<file path="config.mk">
export PLATFORM = sky130hd
export DESIGN_NAME = mapped_region_table
export DESIGN_NICKNAME = d
export VERILOG_FILES = /design/src/hw/rtl/mrt_pkg.sv /design/src/hw/rtl/mrt_ram.sv /design/src/hw/rtl/mrt_out.sv /design/src/hw/rtl/mrt_ctrl.sv /design/src/hw/rtl/mapped_region_table.sv
export SDC_FILE = /design/constraint.sdc
export NUM_CORES = 2
export LEC_CHECK = 0
export ABC_CLOCK_PERIOD_IN_PS = 7730
export BUFFER_PORTS_ARGS = -buffer_cell sky130_fd_sc_hd__clkbuf_2
export CAP_MARGIN = 20
export CELL_PAD_IN_SITES_DETAIL_PLACEMENT = 1
export CELL_PAD_IN_SITES_GLOBAL_PLACEMENT = 2
export CORE_MARGIN = 1.5
export CORE_UTILIZATION = 30
export DETAILED_ROUTE_END_ITERATION = 10
export PLACE_DENSITY = 0.51
export SYNTH_ARGS = -nofsm -noshare
export SYNTH_HDL_FRONTEND = slang
export SYNTH_SLANG_ARGS = --single-unit
</file>
<file path="constraint.sdc">
create_clock -name clk -period 7.73 [get_ports clk]
set_input_delay 1.1595 -clock clk [delete_from_list [all_inputs] [get_ports clk]]
set_output_delay 1.1595 -clock clk [all_outputs]
set_load 0.01 [all_outputs]
</file>
<file path="src/hw/rtl/mrt_pkg.sv">
// Shared types, constants and defaults of the mapped region table.
package mrt_pkg;

  localparam int SLOTS_DEF      = 16;
  localparam int REPORT_MAX_DEF = 16;
  localparam int FILES_DEF      = 16;
  // Page size must be a power of two.
  localparam int PAGE_BYTES_DEF = 4096;

  localparam logic [31:0] LOW_BOUND  = 32'h6000_0000;
  localparam logic [31:0] HIGH_BOUND = 32'h8000_0000;

  // Table entry as held in the RAM: {length, start}.
  localparam int ENTRY_W = 63;
  localparam int LIVE_W  = 5;
  // Wide enough to hold any slot or descriptor count in range.
  localparam int CNT_W   = 7;

  localparam int IN_DATA_W  = 80;
  localparam int OUT_DATA_W = 104;

  typedef enum logic [1:0] {
    ACT_MAP   = 2'd0,
    ACT_UNMAP = 2'd1,
    ACT_QUERY = 2'd2,
    ACT_BAD   = 2'd3
  } act_t;

  typedef struct packed {
    logic               status;
    logic [31:0]        mapped_start;
    logic               entry_valid;
    logic [31:0]        entry_start;
    logic [30:0]        entry_bytes;
    logic [LIVE_W-1:0]  live_count;
    logic               last;
  } result_t;

endpackage

</file>
<file path="src/hw/rtl/mrt_ram.sv">
// Generic single-write, single-read RAM with registered read data.
module mrt_ram #(
  parameter int WIDTH = 8,
  parameter int DEPTH = 16,
  localparam int AW = (DEPTH > 1) ? $clog2(DEPTH) : 1
) (
  input  logic             clk,
  input  logic             we,
  input  logic [AW-1:0]    waddr,
  input  logic [WIDTH-1:0] wdata,
  input  logic [AW-1:0]    raddr,
  output logic [WIDTH-1:0] rdata
);

  logic [WIDTH-1:0] mem [DEPTH];

  always_ff @(posedge clk) begin
    if (we) begin
      mem[waddr] <= wdata;
    end
    rdata <= mem[raddr];
  end

endmodule

</file>
<file path="src/hw/rtl/mrt_out.sv">
// Output register stage of the result stream.
module mrt_out (
  input  logic                            clk,
  input  logic                            rst,
  input  logic                            push,
  input  mrt_pkg::result_t                res,
  output logic                            free,
  output logic                            m_tvalid,
  input  logic                            m_tready,
  output logic [mrt_pkg::OUT_DATA_W-1:0]  m_tdata,
  output logic                            m_tlast
);

  mrt_pkg::result_t hold;

  assign free = !m_tvalid || m_tready;

  always_ff @(posedge clk) begin
    if (rst) begin
      m_tvalid <= 1'b0;
    end else if (free) begin
      m_tvalid <= push;
    end
  end

  always_ff @(posedge clk) begin
    if (free && push) begin
      hold <= res;
    end
  end

  assign m_tdata = {2'b00, hold.live_count, hold.entry_bytes, hold.entry_start,
                    hold.entry_valid, hold.mapped_start, hold.status};
  assign m_tlast = hold.last;

endmodule

</file>
<file path="src/hw/rtl/mrt_ctrl.sv">
// Request checks, table walk over the entry RAM, commit and result generation.
module mrt_ctrl #(
  parameter int SLOTS      = mrt_pkg::SLOTS_DEF,
  parameter int REPORT_MAX = mrt_pkg::REPORT_MAX_DEF,
  parameter int FILES      = mrt_pkg::FILES_DEF,
  parameter int PAGE_BYTES = mrt_pkg::PAGE_BYTES_DEF,
  localparam int AW = (SLOTS > 1) ? $clog2(SLOTS) : 1,
  localparam int CW = $clog2(SLOTS + 1)
) (
  input  logic                              clk,
  input  logic                              rst,
  input  logic                              s_tvalid,
  output logic                              s_tready,
  input  logic [mrt_pkg::IN_DATA_W-1:0]     s_tdata,
  input  logic [1:0]                        s_tuser,
  output logic [AW-1:0]                     ram_raddr,
  input  logic [mrt_pkg::ENTRY_W-1:0]       ram_rdata,
  output logic                              ram_we,
  output logic [AW-1:0]                     ram_waddr,
  output logic [mrt_pkg::ENTRY_W-1:0]       ram_wdata,
  input  logic                              out_free,
  output logic                              push,
  output mrt_pkg::result_t                  res
);

  typedef enum logic [2:0] {
    ST_IDLE   = 3'b001,
    ST_SCAN   = 3'b010,
    ST_FINISH = 3'b100
  } state_t;

  state_t           state;
  mrt_pkg::act_t    act;
  logic [31:0]      addr;
  logic [30:0]      bytes;
  logic [32:0]      a_end;
  logic             pre_ok;
  logic [CW-1:0]    idx;
  logic             rd_valid;
  logic [AW-1:0]    rd_idx;
  logic             free_found;
  logic [AW-1:0]    free_idx;
  logic             hit;
  logic [AW-1:0]    hit_idx;
  logic [CW-1:0]    n;
  logic [SLOTS-1:0] used;
  logic [CW-1:0]    total;

  // Incoming item fields.
  logic [31:0] in_start;
  logic [31:0] in_bytes;
  logic [6:0]  in_desc;
  logic        req_ok;
  logic        desc_ok;

  assign in_start = s_tdata[31:0];
  assign in_bytes = s_tdata[63:32];
  assign in_desc  = s_tdata[73:67];

  assign desc_ok = !in_desc[6] && ({1'b0, in_desc[5:0]} < mrt_pkg::CNT_W'(FILES))
                   && s_tdata[74];
  assign req_ok  = (in_bytes != 32'd0) && !in_bytes[31]
                   && s_tdata[64] && s_tdata[65]
                   && (in_start >= mrt_pkg::LOW_BOUND) && (in_start < mrt_pkg::HIGH_BOUND)
                   && ((in_start & 32'(PAGE_BYTES - 1)) == 32'd0)
                   && (s_tdata[66] || desc_ok);

  assign s_tready = (state == ST_IDLE);

  // Entry under evaluation.
  logic        e_used;
  logic [31:0] e_start;
  logic [30:0] e_bytes;
  logic [32:0] e_end;
  logic [CW-1:0] lim;
  logic        q_emit;
  logic        stall;
  logic        eval;
  logic        scan_done;

  assign e_used  = used[rd_idx];
  assign e_start = ram_rdata[31:0];
  assign e_bytes = ram_rdata[62:32];
  assign e_end   = {1'b0, e_start} + {2'b00, e_bytes};

  assign lim = (mrt_pkg::CNT_W'(total) > mrt_pkg::CNT_W'(REPORT_MAX)) ?
               CW'(REPORT_MAX) : total;

  assign q_emit    = rd_valid && (act == mrt_pkg::ACT_QUERY) && e_used && (n < lim);
  assign stall     = q_emit && !out_free;
  assign eval      = (state == ST_SCAN) && rd_valid && !stall;
  assign scan_done = (state == ST_SCAN) && (idx == CW'(SLOTS)) && !rd_valid;

  // Hold the address during a stall so the read data stays put.
  assign ram_raddr = stall ? rd_idx : idx[AW-1:0];

  logic map_ok;
  logic fin;
  logic [CW-1:0] total_next;

  assign map_ok = pre_ok && free_found && !hit;
  assign fin    = (state == ST_FINISH) && out_free;

  always_comb begin
    total_next = total;
    if (fin && act == mrt_pkg::ACT_MAP && map_ok) begin
      total_next = total + 1'b1;
    end else if (fin && act == mrt_pkg::ACT_UNMAP && hit && total != '0) begin
      total_next = total - 1'b1;
    end
  end

  logic [CW+mrt_pkg::LIVE_W-1:0] live_ext;
  assign live_ext = {{mrt_pkg::LIVE_W{1'b0}}, total_next};

  always_comb begin
    res              = '0;
    res.live_count   = live_ext[mrt_pkg::LIVE_W-1:0];
    push             = 1'b0;
    if (state == ST_SCAN) begin
      push            = q_emit && out_free;
      res.entry_valid = 1'b1;
      res.entry_start = e_start;
      res.entry_bytes = e_bytes;
      res.last        = (CW'(n + 1'b1) == lim);
    end else if (state == ST_FINISH) begin
      push     = out_free;
      res.last = 1'b1;
      unique case (act)
        mrt_pkg::ACT_MAP: begin
          res.status       = !map_ok;
          res.mapped_start = map_ok ? addr : 32'd0;
        end
        mrt_pkg::ACT_UNMAP: res.status = !hit;
        mrt_pkg::ACT_QUERY: res.status = 1'b0;
        default:            res.status = 1'b1;
      endcase
    end
  end

  assign ram_we    = fin && (act == mrt_pkg::ACT_MAP) && map_ok;
  assign ram_waddr = free_idx;
  assign ram_wdata = {bytes, addr};

  always_ff @(posedge clk) begin
    if (rst) begin
      state    <= ST_IDLE;
      used     <= '0;
      total    <= '0;
      rd_valid <= 1'b0;
    end else begin
      total <= total_next;
      unique case (state)
        ST_IDLE: begin
          if (s_tvalid) begin
            state <= (mrt_pkg::act_t'(s_tuser) == mrt_pkg::ACT_BAD) ? ST_FINISH : ST_SCAN;
          end
          rd_valid <= 1'b0;
        end
        ST_SCAN: begin
          if (!stall) begin
            rd_valid <= (idx != CW'(SLOTS));
          end
          if (scan_done) begin
            state <= (act == mrt_pkg::ACT_QUERY && total != '0) ? ST_IDLE : ST_FINISH;
          end
        end
        ST_FINISH: begin
          if (out_free) begin
            state <= ST_IDLE;
            if (act == mrt_pkg::ACT_MAP && map_ok) begin
              used[free_idx] <= 1'b1;
            end else if (act == mrt_pkg::ACT_UNMAP && hit) begin
              used[hit_idx] <= 1'b0;
            end
          end
        end
        default: state <= ST_IDLE;
      endcase
    end
  end

  // Item capture and walk bookkeeping.
  always_ff @(posedge clk) begin
    if (s_tvalid && s_tready) begin
      act        <= mrt_pkg::act_t'(s_tuser);
      addr       <= in_start;
      bytes      <= in_bytes[30:0];
      a_end      <= {1'b0, in_start} + {2'b00, in_bytes[30:0]};
      pre_ok     <= req_ok;
      idx        <= '0;
      free_found <= 1'b0;
      hit        <= 1'b0;
      n          <= '0;
    end else if (state == ST_SCAN) begin
      if (!stall && idx != CW'(SLOTS)) begin
        rd_idx <= idx[AW-1:0];
        idx    <= idx + 1'b1;
      end
      if (eval) begin
        unique case (act)
          mrt_pkg::ACT_MAP: begin
            if (!e_used && !free_found) begin
              free_found <= 1'b1;
              free_idx   <= rd_idx;
            end
            if (e_used && ({1'b0, addr} < e_end) && ({1'b0, e_start} < a_end)) begin
              hit <= 1'b1;
            end
          end
          mrt_pkg::ACT_UNMAP: begin
            if (e_used && e_start == addr && !hit) begin
              hit     <= 1'b1;
              hit_idx <= rd_idx;
            end
          end
          mrt_pkg::ACT_QUERY: begin
            if (q_emit) begin
              n <= n + 1'b1;
            end
          end
          default: ;
        endcase
      end
    end
  end

`ifndef SYNTHESIS
  a_count_matches: assert property (@(posedge clk) disable iff (rst)
    $countones(used) == int'(total))
    else $error("live count disagrees with used marks");

  a_stall_holds: assert property (@(posedge clk) disable iff (rst)
    stall |=> rd_valid && $stable(rd_idx))
    else $error("stalled entry lost");

  a_push_free: assert property (@(posedge clk) disable iff (rst)
    push |-> out_free)
    else $error("result pushed into a full output stage");

  a_map_free_slot: assert property (@(posedge clk) disable iff (rst)
    ram_we |-> !used[free_idx])
    else $error("map commits into a live slot");

  a_no_accept_busy: assert property (@(posedge clk) disable iff (rst)
    (state == ST_SCAN && !scan_done) |=> !s_tready)
    else $error("item taken during a table walk");
`endif

endmodule

</file>
<file path="src/hw/rtl/mapped_region_table.sv">
// Top level of the mapped region table: entry RAM, control and result stage.
//
// Keeps SLOTS mapped regions (start, length) in a RAM with live marks in
// flip-flops that reset clears, so the table is empty straight after reset.
// Every item but one with an unknown action walks the whole table through the
// single RAM read port, one slot a cycle while no query result is held off
// by the result stream. A map, an unmap or a query of an empty table has
// its result put into the output register after the walk; an unknown
// action has its result put there without a walk. A query of a non-empty
// table lists its live regions in slot order as the walk reaches them.
// A result held off by the result stream holds up its item until the output
// register is free. One item is handled at a time; the next is taken once
// the last result before it is in the output register, where it may wait.
// Map fails unless length is positive, both fixed and shared are set, the start
// is page aligned in 0x60000000..0x7FFFFFFF, a slot is free, no live region
// overlaps and (for file-backed maps) the descriptor is open and below FILES.
// PAGE_BYTES must be a power of two.
module mapped_region_table #(
  parameter int SLOTS      = mrt_pkg::SLOTS_DEF,
  parameter int REPORT_MAX = mrt_pkg::REPORT_MAX_DEF,
  parameter int FILES      = mrt_pkg::FILES_DEF,
  parameter int PAGE_BYTES = mrt_pkg::PAGE_BYTES_DEF
) (
  input  logic                             clk,
  input  logic                             rst,
  input  logic                             s_tvalid,
  output logic                             s_tready,
  // region_start[31:0], region_bytes[63:32], want_fixed[64], want_shared[65],
  // want_anonymous[66], descriptor[73:67], descriptor_open[74], zero fill
  input  logic [mrt_pkg::IN_DATA_W-1:0]    s_tdata,
  // action[1:0]
  input  logic [1:0]                       s_tuser,
  output logic                             m_tvalid,
  input  logic                             m_tready,
  // status[0], mapped_start[32:1], entry_valid[33], entry_start[65:34],
  // entry_bytes[96:66], live_count[101:97], zero fill
  output logic [mrt_pkg::OUT_DATA_W-1:0]   m_tdata,
  output logic                             m_tlast
);

  localparam int AW = (SLOTS > 1) ? $clog2(SLOTS) : 1;

  logic [AW-1:0]               ram_raddr;
  logic [mrt_pkg::ENTRY_W-1:0] ram_rdata;
  logic                        ram_we;
  logic [AW-1:0]               ram_waddr;
  logic [mrt_pkg::ENTRY_W-1:0] ram_wdata;
  logic                        out_free;
  logic                        push;
  mrt_pkg::result_t            res;

  mrt_ram #(
    .WIDTH (mrt_pkg::ENTRY_W),
    .DEPTH (SLOTS)
  ) u_ram (
    .clk   (clk),
    .we    (ram_we),
    .waddr (ram_waddr),
    .wdata (ram_wdata),
    .raddr (ram_raddr),
    .rdata (ram_rdata)
  );

  mrt_ctrl #(
    .SLOTS      (SLOTS),
    .REPORT_MAX (REPORT_MAX),
    .FILES      (FILES),
    .PAGE_BYTES (PAGE_BYTES)
  ) u_ctrl (
    .clk       (clk),
    .rst       (rst),
    .s_tvalid  (s_tvalid),
    .s_tready  (s_tready),
    .s_tdata   (s_tdata),
    .s_tuser   (s_tuser),
    .ram_raddr (ram_raddr),
    .ram_rdata (ram_rdata),
    .ram_we    (ram_we),
    .ram_waddr (ram_waddr),
    .ram_wdata (ram_wdata),
    .out_free  (out_free),
    .push      (push),
    .res       (res)
  );

  mrt_out u_out (
    .clk      (clk),
    .rst      (rst),
    .push     (push),
    .res      (res),
    .free     (out_free),
    .m_tvalid (m_tvalid),
    .m_tready (m_tready),
    .m_tdata  (m_tdata),
    .m_tlast  (m_tlast)
  );

endmodule

</file>
# Yosys cells after proc, flatten, opt, wreduce, memory -nomap -nowiden
# Memory sizes are Yosys's and may differ from the RTL's. A register that Yosys moved wholly into a read port is not among the register bits.
# Cells that the tools add are included.
[classes] addsub=6 magnitude_cmp=12 n_eq_ne=16 muxes=31 bitwise=7 reduce_logical=70
[ops] cell="32-bit by 31-bit adder with 33-bit output" n=2
[ops] cell="32-bit by 33-bit < comparator with 1-bit output" n=2
[ops] cell="64-bit 2-to-1 mux" n=1
[ops] cell="1-bit logical AND" n=39
[ops] cell="32-bit == test" n=1
[ops] cell="32-bit by 31-bit greater-or-equal comparator with 1-bit output, second input constant" n=1
[ops] cell="32-bit zero test" n=1
[ops] cell="32-bit < comparator, second input constant" n=1
[ops] cell="16-bit 2-to-1 mux" n=2
[ops] cell="32-bit nonzero test" n=1
[ops] cell="16-bit bitwise AND" n=1
[ops] cell="16-bit inverter" n=1
[ops] cell="16-bit bitwise OR" n=1
[ops] cell="5-bit by 1-bit adder with 5-bit output, second input constant" n=3
[ops] cell="4-bit by 5-bit < comparator with 1-bit output, second input constant" n=3
[ops] cell="3-bit 2-to-1 mux" n=5
[ops] cell="5-bit 2-to-1 mux" n=3
[ops] cell="5-bit AND reduction" n=3
[ops] cell="1-bit 2-to-1 mux" n=12
[ops] cell="1-bit zero test" n=10
[ops] cell="3-bit case mux with 3 select lines" n=1
[ops] cell="3-bit AND reduction" n=3
[ops] cell="1-bit demux with 4-bit select" n=2
[ops] cell="4-bit by 1-bit greater-or-equal comparator with 1-bit output, second input constant" n=2
[ops] cell="other kinds (27)" n=41
[totals] ff_bits=252 ramBits=1008 in_bits=86 out_inout_bits=107 word_cells=167 mem_count=1
[memory_table] memory="u_ram.mem" words=16 word_bits=63 rd=1 rd_clocked_by_memory_dff=1 wr=1 line_no="mrt_ram.sv:15" source="logic [WIDTH-1:0] mem [DEPTH];"

# Logic depth before layout (Yosys ltp)
[depth] ltp_word=8 depth_mapped=20 depth_no_buf=20

# Hierarchy
# A second synthesis with hierarchy kept.
[unflattened] hier_cells=2886 area_unflattened_um2=53226.0
[by_module_without_submodules] mod="mrt_ram" instances=1 cells_per_inst=1622 area_each_um2=38989.9 seq_area_each_um2=31530.2
[by_module_without_submodules] mod="mrt_ctrl" instances=1 cells_per_inst=1153 area_each_um2=11069.4 seq_area_each_um2=4073.9
[by_module_without_submodules] mod="mrt_out" instances=1 cells_per_inst=111 area_each_um2=3166.8 seq_area_each_um2=3113.0

# Least setup slack after synthesis
# No wires, ideal clock.
[synth_path] path_type="input -> register" from="in m_tready" to="reg u_ctrl.used[0]" arrival_time_ns=6.841 path_slack_ns=0.812 path_stages=6 path_buffers=0 cell_sequence="nor2b_1 nor2_1 nand2_1 or3_1 nor3_1 o221a_2"
[synth_between] elab_chain_cells=2
[synth_rtl] item="start: declaration" line_no="mapped_region_table.sv:34" source="input logic m_tready,"
[synth_rtl] item="1-bit logical OR" line_no="mrt_out.sv:16" source="assign free = !m_tvalid || m_tready;"
[synth_rtl] item="3-bit AND reduction (no source line)"
[synth_rtl] item="end signal: assignment" line_no="mrt_ctrl.sv:148" source="used <= '0;"
[synth_rtl] item="end signal: indexed assignment" line_no="mrt_ctrl.sv:172" source="used[free_idx] <= 1'b1;"
[synth_rtl] item="end signal: indexed assignment" line_no="mrt_ctrl.sv:174" source="used[hit_idx] <= 1'b0;"
[synth_rtl] item="end: declaration" line_no="mrt_ctrl.sv:46" source="logic [SLOTS-1:0] used;"
# Every way passes these cells.
# A chain may end at the register's enable or synchronous reset.

# Final worst setup path
[layout_path] from="reg u_ram.rdata[1], read port of u_ram.mem" to="reg u_ctrl.hit"
[layout_between] elab_chain_cells=6 word_cells_on_any_way=11 cone_classes="add/sub: 1; order compare: 2; eq/ne: 3; reduce/logical: 5"
[layout_rtl] item="start: declaration" line_no="mrt_ram.sv:12" source="output logic [WIDTH-1:0] rdata"
[layout_rtl] item="32-bit by 31-bit adder with 33-bit output" line_no="mrt_ctrl.sv:84" source="assign e_end = {1'b0, e_start} + {2'b00, e_bytes};"
[layout_rtl] item="32-bit by 33-bit < comparator with 1-bit output" line_no="mrt_ctrl.sv:207" source="if (e_used && ({1'b0, addr} < e_end) && ({1'b0, e_start} < a_end)) begin"
[layout_rtl] item="1-bit logical AND (2 in series)" line_no="mrt_ctrl.sv:207"
[layout_rtl] item="2-bit inequality test (no source line)"
[layout_rtl] item="5-bit AND reduction (no source line) (*)"
[layout_rtl] item="end signal: assignment" line_no="mrt_ctrl.sv:193" source="hit <= 1'b0;"
[layout_rtl] item="end signal: assignment" line_no="mrt_ctrl.sv:208" source="hit <= 1'b1;"
[layout_rtl] item="end signal: assignment" line_no="mrt_ctrl.sv:213" source="hit <= 1'b1;"
[layout_rtl] item="end: declaration" line_no="mrt_ctrl.sv:43" source="logic hit;"
# Every way passes the cells marked *; elsewhere a longest branch is shown, timed or not.

==> run metrics <==
nets=3742; Clk Latency, worst-skew pair=800 ps; Residual DRC=0; outcome=completed; cells along the critical path=ha_1 > a21o_1 > a21o_1 > a2111oi_0 > o21ai_0 > clkbuf_4 > a211oi_1 > nor2_1 > nor3_1 > o21bai_1 > a21oi_1 > xor2_1 > ha_1 > a21o_1 > a21o_1 > a21oi_1 > o21ai_0 > nand2_1 > o211ai_1 > a2bb2oi_1 > o41ai_1; Hold Path Class=register to register; worst r2r src=u_ram.rdata[1]; dpl ws=2110 ps; RSZ-0062 raised after global routing=false; Arr. time, crit path=6010 ps; Top Ports=193; Mapped Area=0.0534 sq mm; crit-path max cell delay=750 ps; simple-gate share of the synthesized area=0.0478; Slew Limit Headroom=0.245; layout cell share with drive strength beyond 1=0.140; Critical path destination=u_ctrl.hit; leakage=0.0246 uW; R2R depth=21; Crit path required time=8380 ps; initial antenna violation count=15; Final period util=0.692; total congestion overflow=0; post-detail-place hpwl=110 mm; setup_tns=0 ps; syn avg cell area=16.4 sq um; Layout fillers=17.9k; H-tree depth=4; reg2reg end=u_ctrl.hit; DR vias=30.6k; Initial Util=0.303; drt pass-1 iters=5; GPL Wtd Cong=0.818; die area=0.181 sq mm; most frequent CP cell=a21o_1; final wirelength=184 mm; max cap viols=0; clock skew=32.5 ps; critical path depth=21; CTS Buf Count=151; Final Max Slew Viols=0; pin count of the biggest net entering global routing=115; PostCTS Resize Cnt=0; adder-cell area share of the yosys netlist=0.0321; Max clock buf depth=3; Synth Area in Compound Gates=0.0656; global-route wire length before repair=255 mm; Layout area overhead=17.1%; Top FF cell, synth=edfxtp_1; worst setup path class=register to register; CP startpoint=u_ram.rdata[1]; Max rail drop VDD=0.000214 V; crit path max-delay cell type=a2111oi_0; Final ANT Viol Nets=0; endpoint class of the critical path=register; Setup Buffers After CTS=0; GRT Util Overall=0.202; Final min period=5350 ps; CTS sink count=1323; CTS Hold Bufs=0; PD cells=315 mW/mm^2; wire per inst=30.7 um; CTS root buf=clkbuf_16; initial drt markers=2226; largest family of logic cells by synthesized area=multiplexers; Worst Path Buf+Inv=1; Clock transition at path regs=60 ps; synth warn=0; Seq/Total Area, Yosys=0.724; row cnt=154; Post-synth EDFFs=1222; die extent in x=425 um; #FFs+latches synth=1323; post-synth cell types=70; cells after synthesis=3255; Top Family by Delay on Critical Path=compound AO/OA/AOI/OAI gates; Placeable Area=0.176 sq mm; Synth Area in XOR/XNOR=0.0166; Worst-Margin Slew=1130 ps; final hold viol count=0; final setup fails=0; R2R Setup Slk=2380 ps; Critical Path Source Type=register; FMAX=187 MHz; post-synthesis mux area share=0.0969; post-DR vias/cell=5.10; die height=425 um; setup ws final=2380 ps; CTS tree=built; vias in the first global route=32.6k; Post-synth ARST share=0; port bufs=181; Crit Path Max Fanout=5
-- cell type report --
class | count | area (sq um) | area share
clock buffers | 211 | 4140 | 0.0662
multi-input cells | 1734 | 14100 | 0.225
clock inverters | 72 | 852 | 0.0136
diodes | 6 | 15.0 | 0.000240
flip-flops and latches | 1323 | 38700 | 0.619
well taps | 2340 | 2930 | 0.0468
repair buffers | 246 | 1590 | 0.0254
inverters | 64 | 250 | 0.00400
-- placed cells by master (no fill, tap or decap), types with 49 or more instances in the layout --
| master | count |
|---|---|
| a21oi_1 | 78 |
| o21ai_0 | 52 |
| dfxtp_1 | 100 |
| xnor2_1 | 68 |
| ha_1 | 134 |
| clkbuf_2 | 181 |
| mux2i_1 | 505 |
| o22ai_1 | 253 |
| clkbuf_16 | 151 |
| inv_1 | 60 |
| nor2_1 | 60 |
| and3_1 | 68 |
| nand2_1 | 50 |
| buf_4 | 49 |
| edfxtp_1 | 1222 |
| or4_1 | 64 |
-- metrics by stage --
step           power (uW)  hold WS (ps)  std cells  utilization  cell area (sq um)
6_report            19700           484       5996        0.354              62600
3_5_place_dp        12700           478       5706        0.326              57500
4_1_cts             19900           487       5989        0.354              62500
2_1_floorplan       11100           406       3256            -              53500
5_1_grt             20500           522       5990        0.354              62600
3_3_place_gp        12600           470       5705        0.326              57500
-- worst min-delay path: cells and delay by family, from the launching register on --
| kind | cells | cell delay, ps |
|---|---|---|
| DFF | 1 | 310 |
| AOI/OAI and AO/OA | 2 | 130 |
-- report_power, final --
part	internal, uW	total [uW]	switching [uW]	leakage (uW)
Combinational	1190	3150	1960	0.0103
Clock	4160	7180	3010	0.00242
Sequential	8550	9380	826	0.0119
Total	13900	19700	5790	0.0246
-- routing by layer --
metal | global-route usage | vias up | part of all wire
li1 | - | 13500 | -
met1 | 0.262 | 16300 | 0.44
met2 | 0.350 | 590 | 0.50
met3 | 0.0329 | 227 | 0.040
met4 | 0.0510 | 14 | 0.022
met5 | 0 | - | 0.00043
-- kinds of logic after synthesis --
kind of cell,Yosys count
buffers and inverters,199
other,1
adder cells (fa/ha/maj),136
XOR/XNOR,101
flip-flops,1323
multiplexers,511
AND/OR/NAND/NOR,444
AO/OA/AOI/OAI,540
-- cells in the mapped netlist, types with 46 or more instances --
cell type	n	area (sq um)
a21o_1	46	345
a21oi_1	78	390
and3_1	68	425
clkbuf_1	74	278
dfxtp_1	101	2020
edfxtp_1	1222	36700
ha_1	134	1680
inv_1	64	240
mux2i_1	506	5060
nand2_1	51	191
nor2_1	74	278
o21ai_0	52	260
o22ai_1	253	1580
or4_1	64	480
xnor2_1	68	596
-- state kept, by name, indices dropped and copies added (netlist names), 2 cells and up --
signal,count
u_ctrl.a_end,33
u_ctrl.used,16
u_ctrl.hit_idx,4
u_ctrl.rd_idx,4
u_ctrl.addr,32
u_ctrl.n,5
u_ctrl.bytes,31
u_ctrl.ram_waddr,4
u_out.m_tdata,102
u_ctrl.total,5
u_ram.mem,1008
u_ctrl.state,3
u_ctrl.idx,5
u_ram.rdata,63
u_ctrl.act,2
-- worst min-delay path by stage --
stage,end,startpoint,cells after the start
floorplan,u_ctrl.rd_idx[3],u_ctrl.idx[3],0
global placement,u_ctrl.used[12],u_ctrl.used[12],2
finish,u_ctrl.used[8],u_ctrl.used[8],2
detailed placement,u_ctrl.used[8],u_ctrl.used[8],2
global route,u_ctrl.free_found,u_ctrl.free_found,1
CTS,u_ctrl.used[8],u_ctrl.used[8],2
No activity file was read; power rests on OpenSTA's default activity.
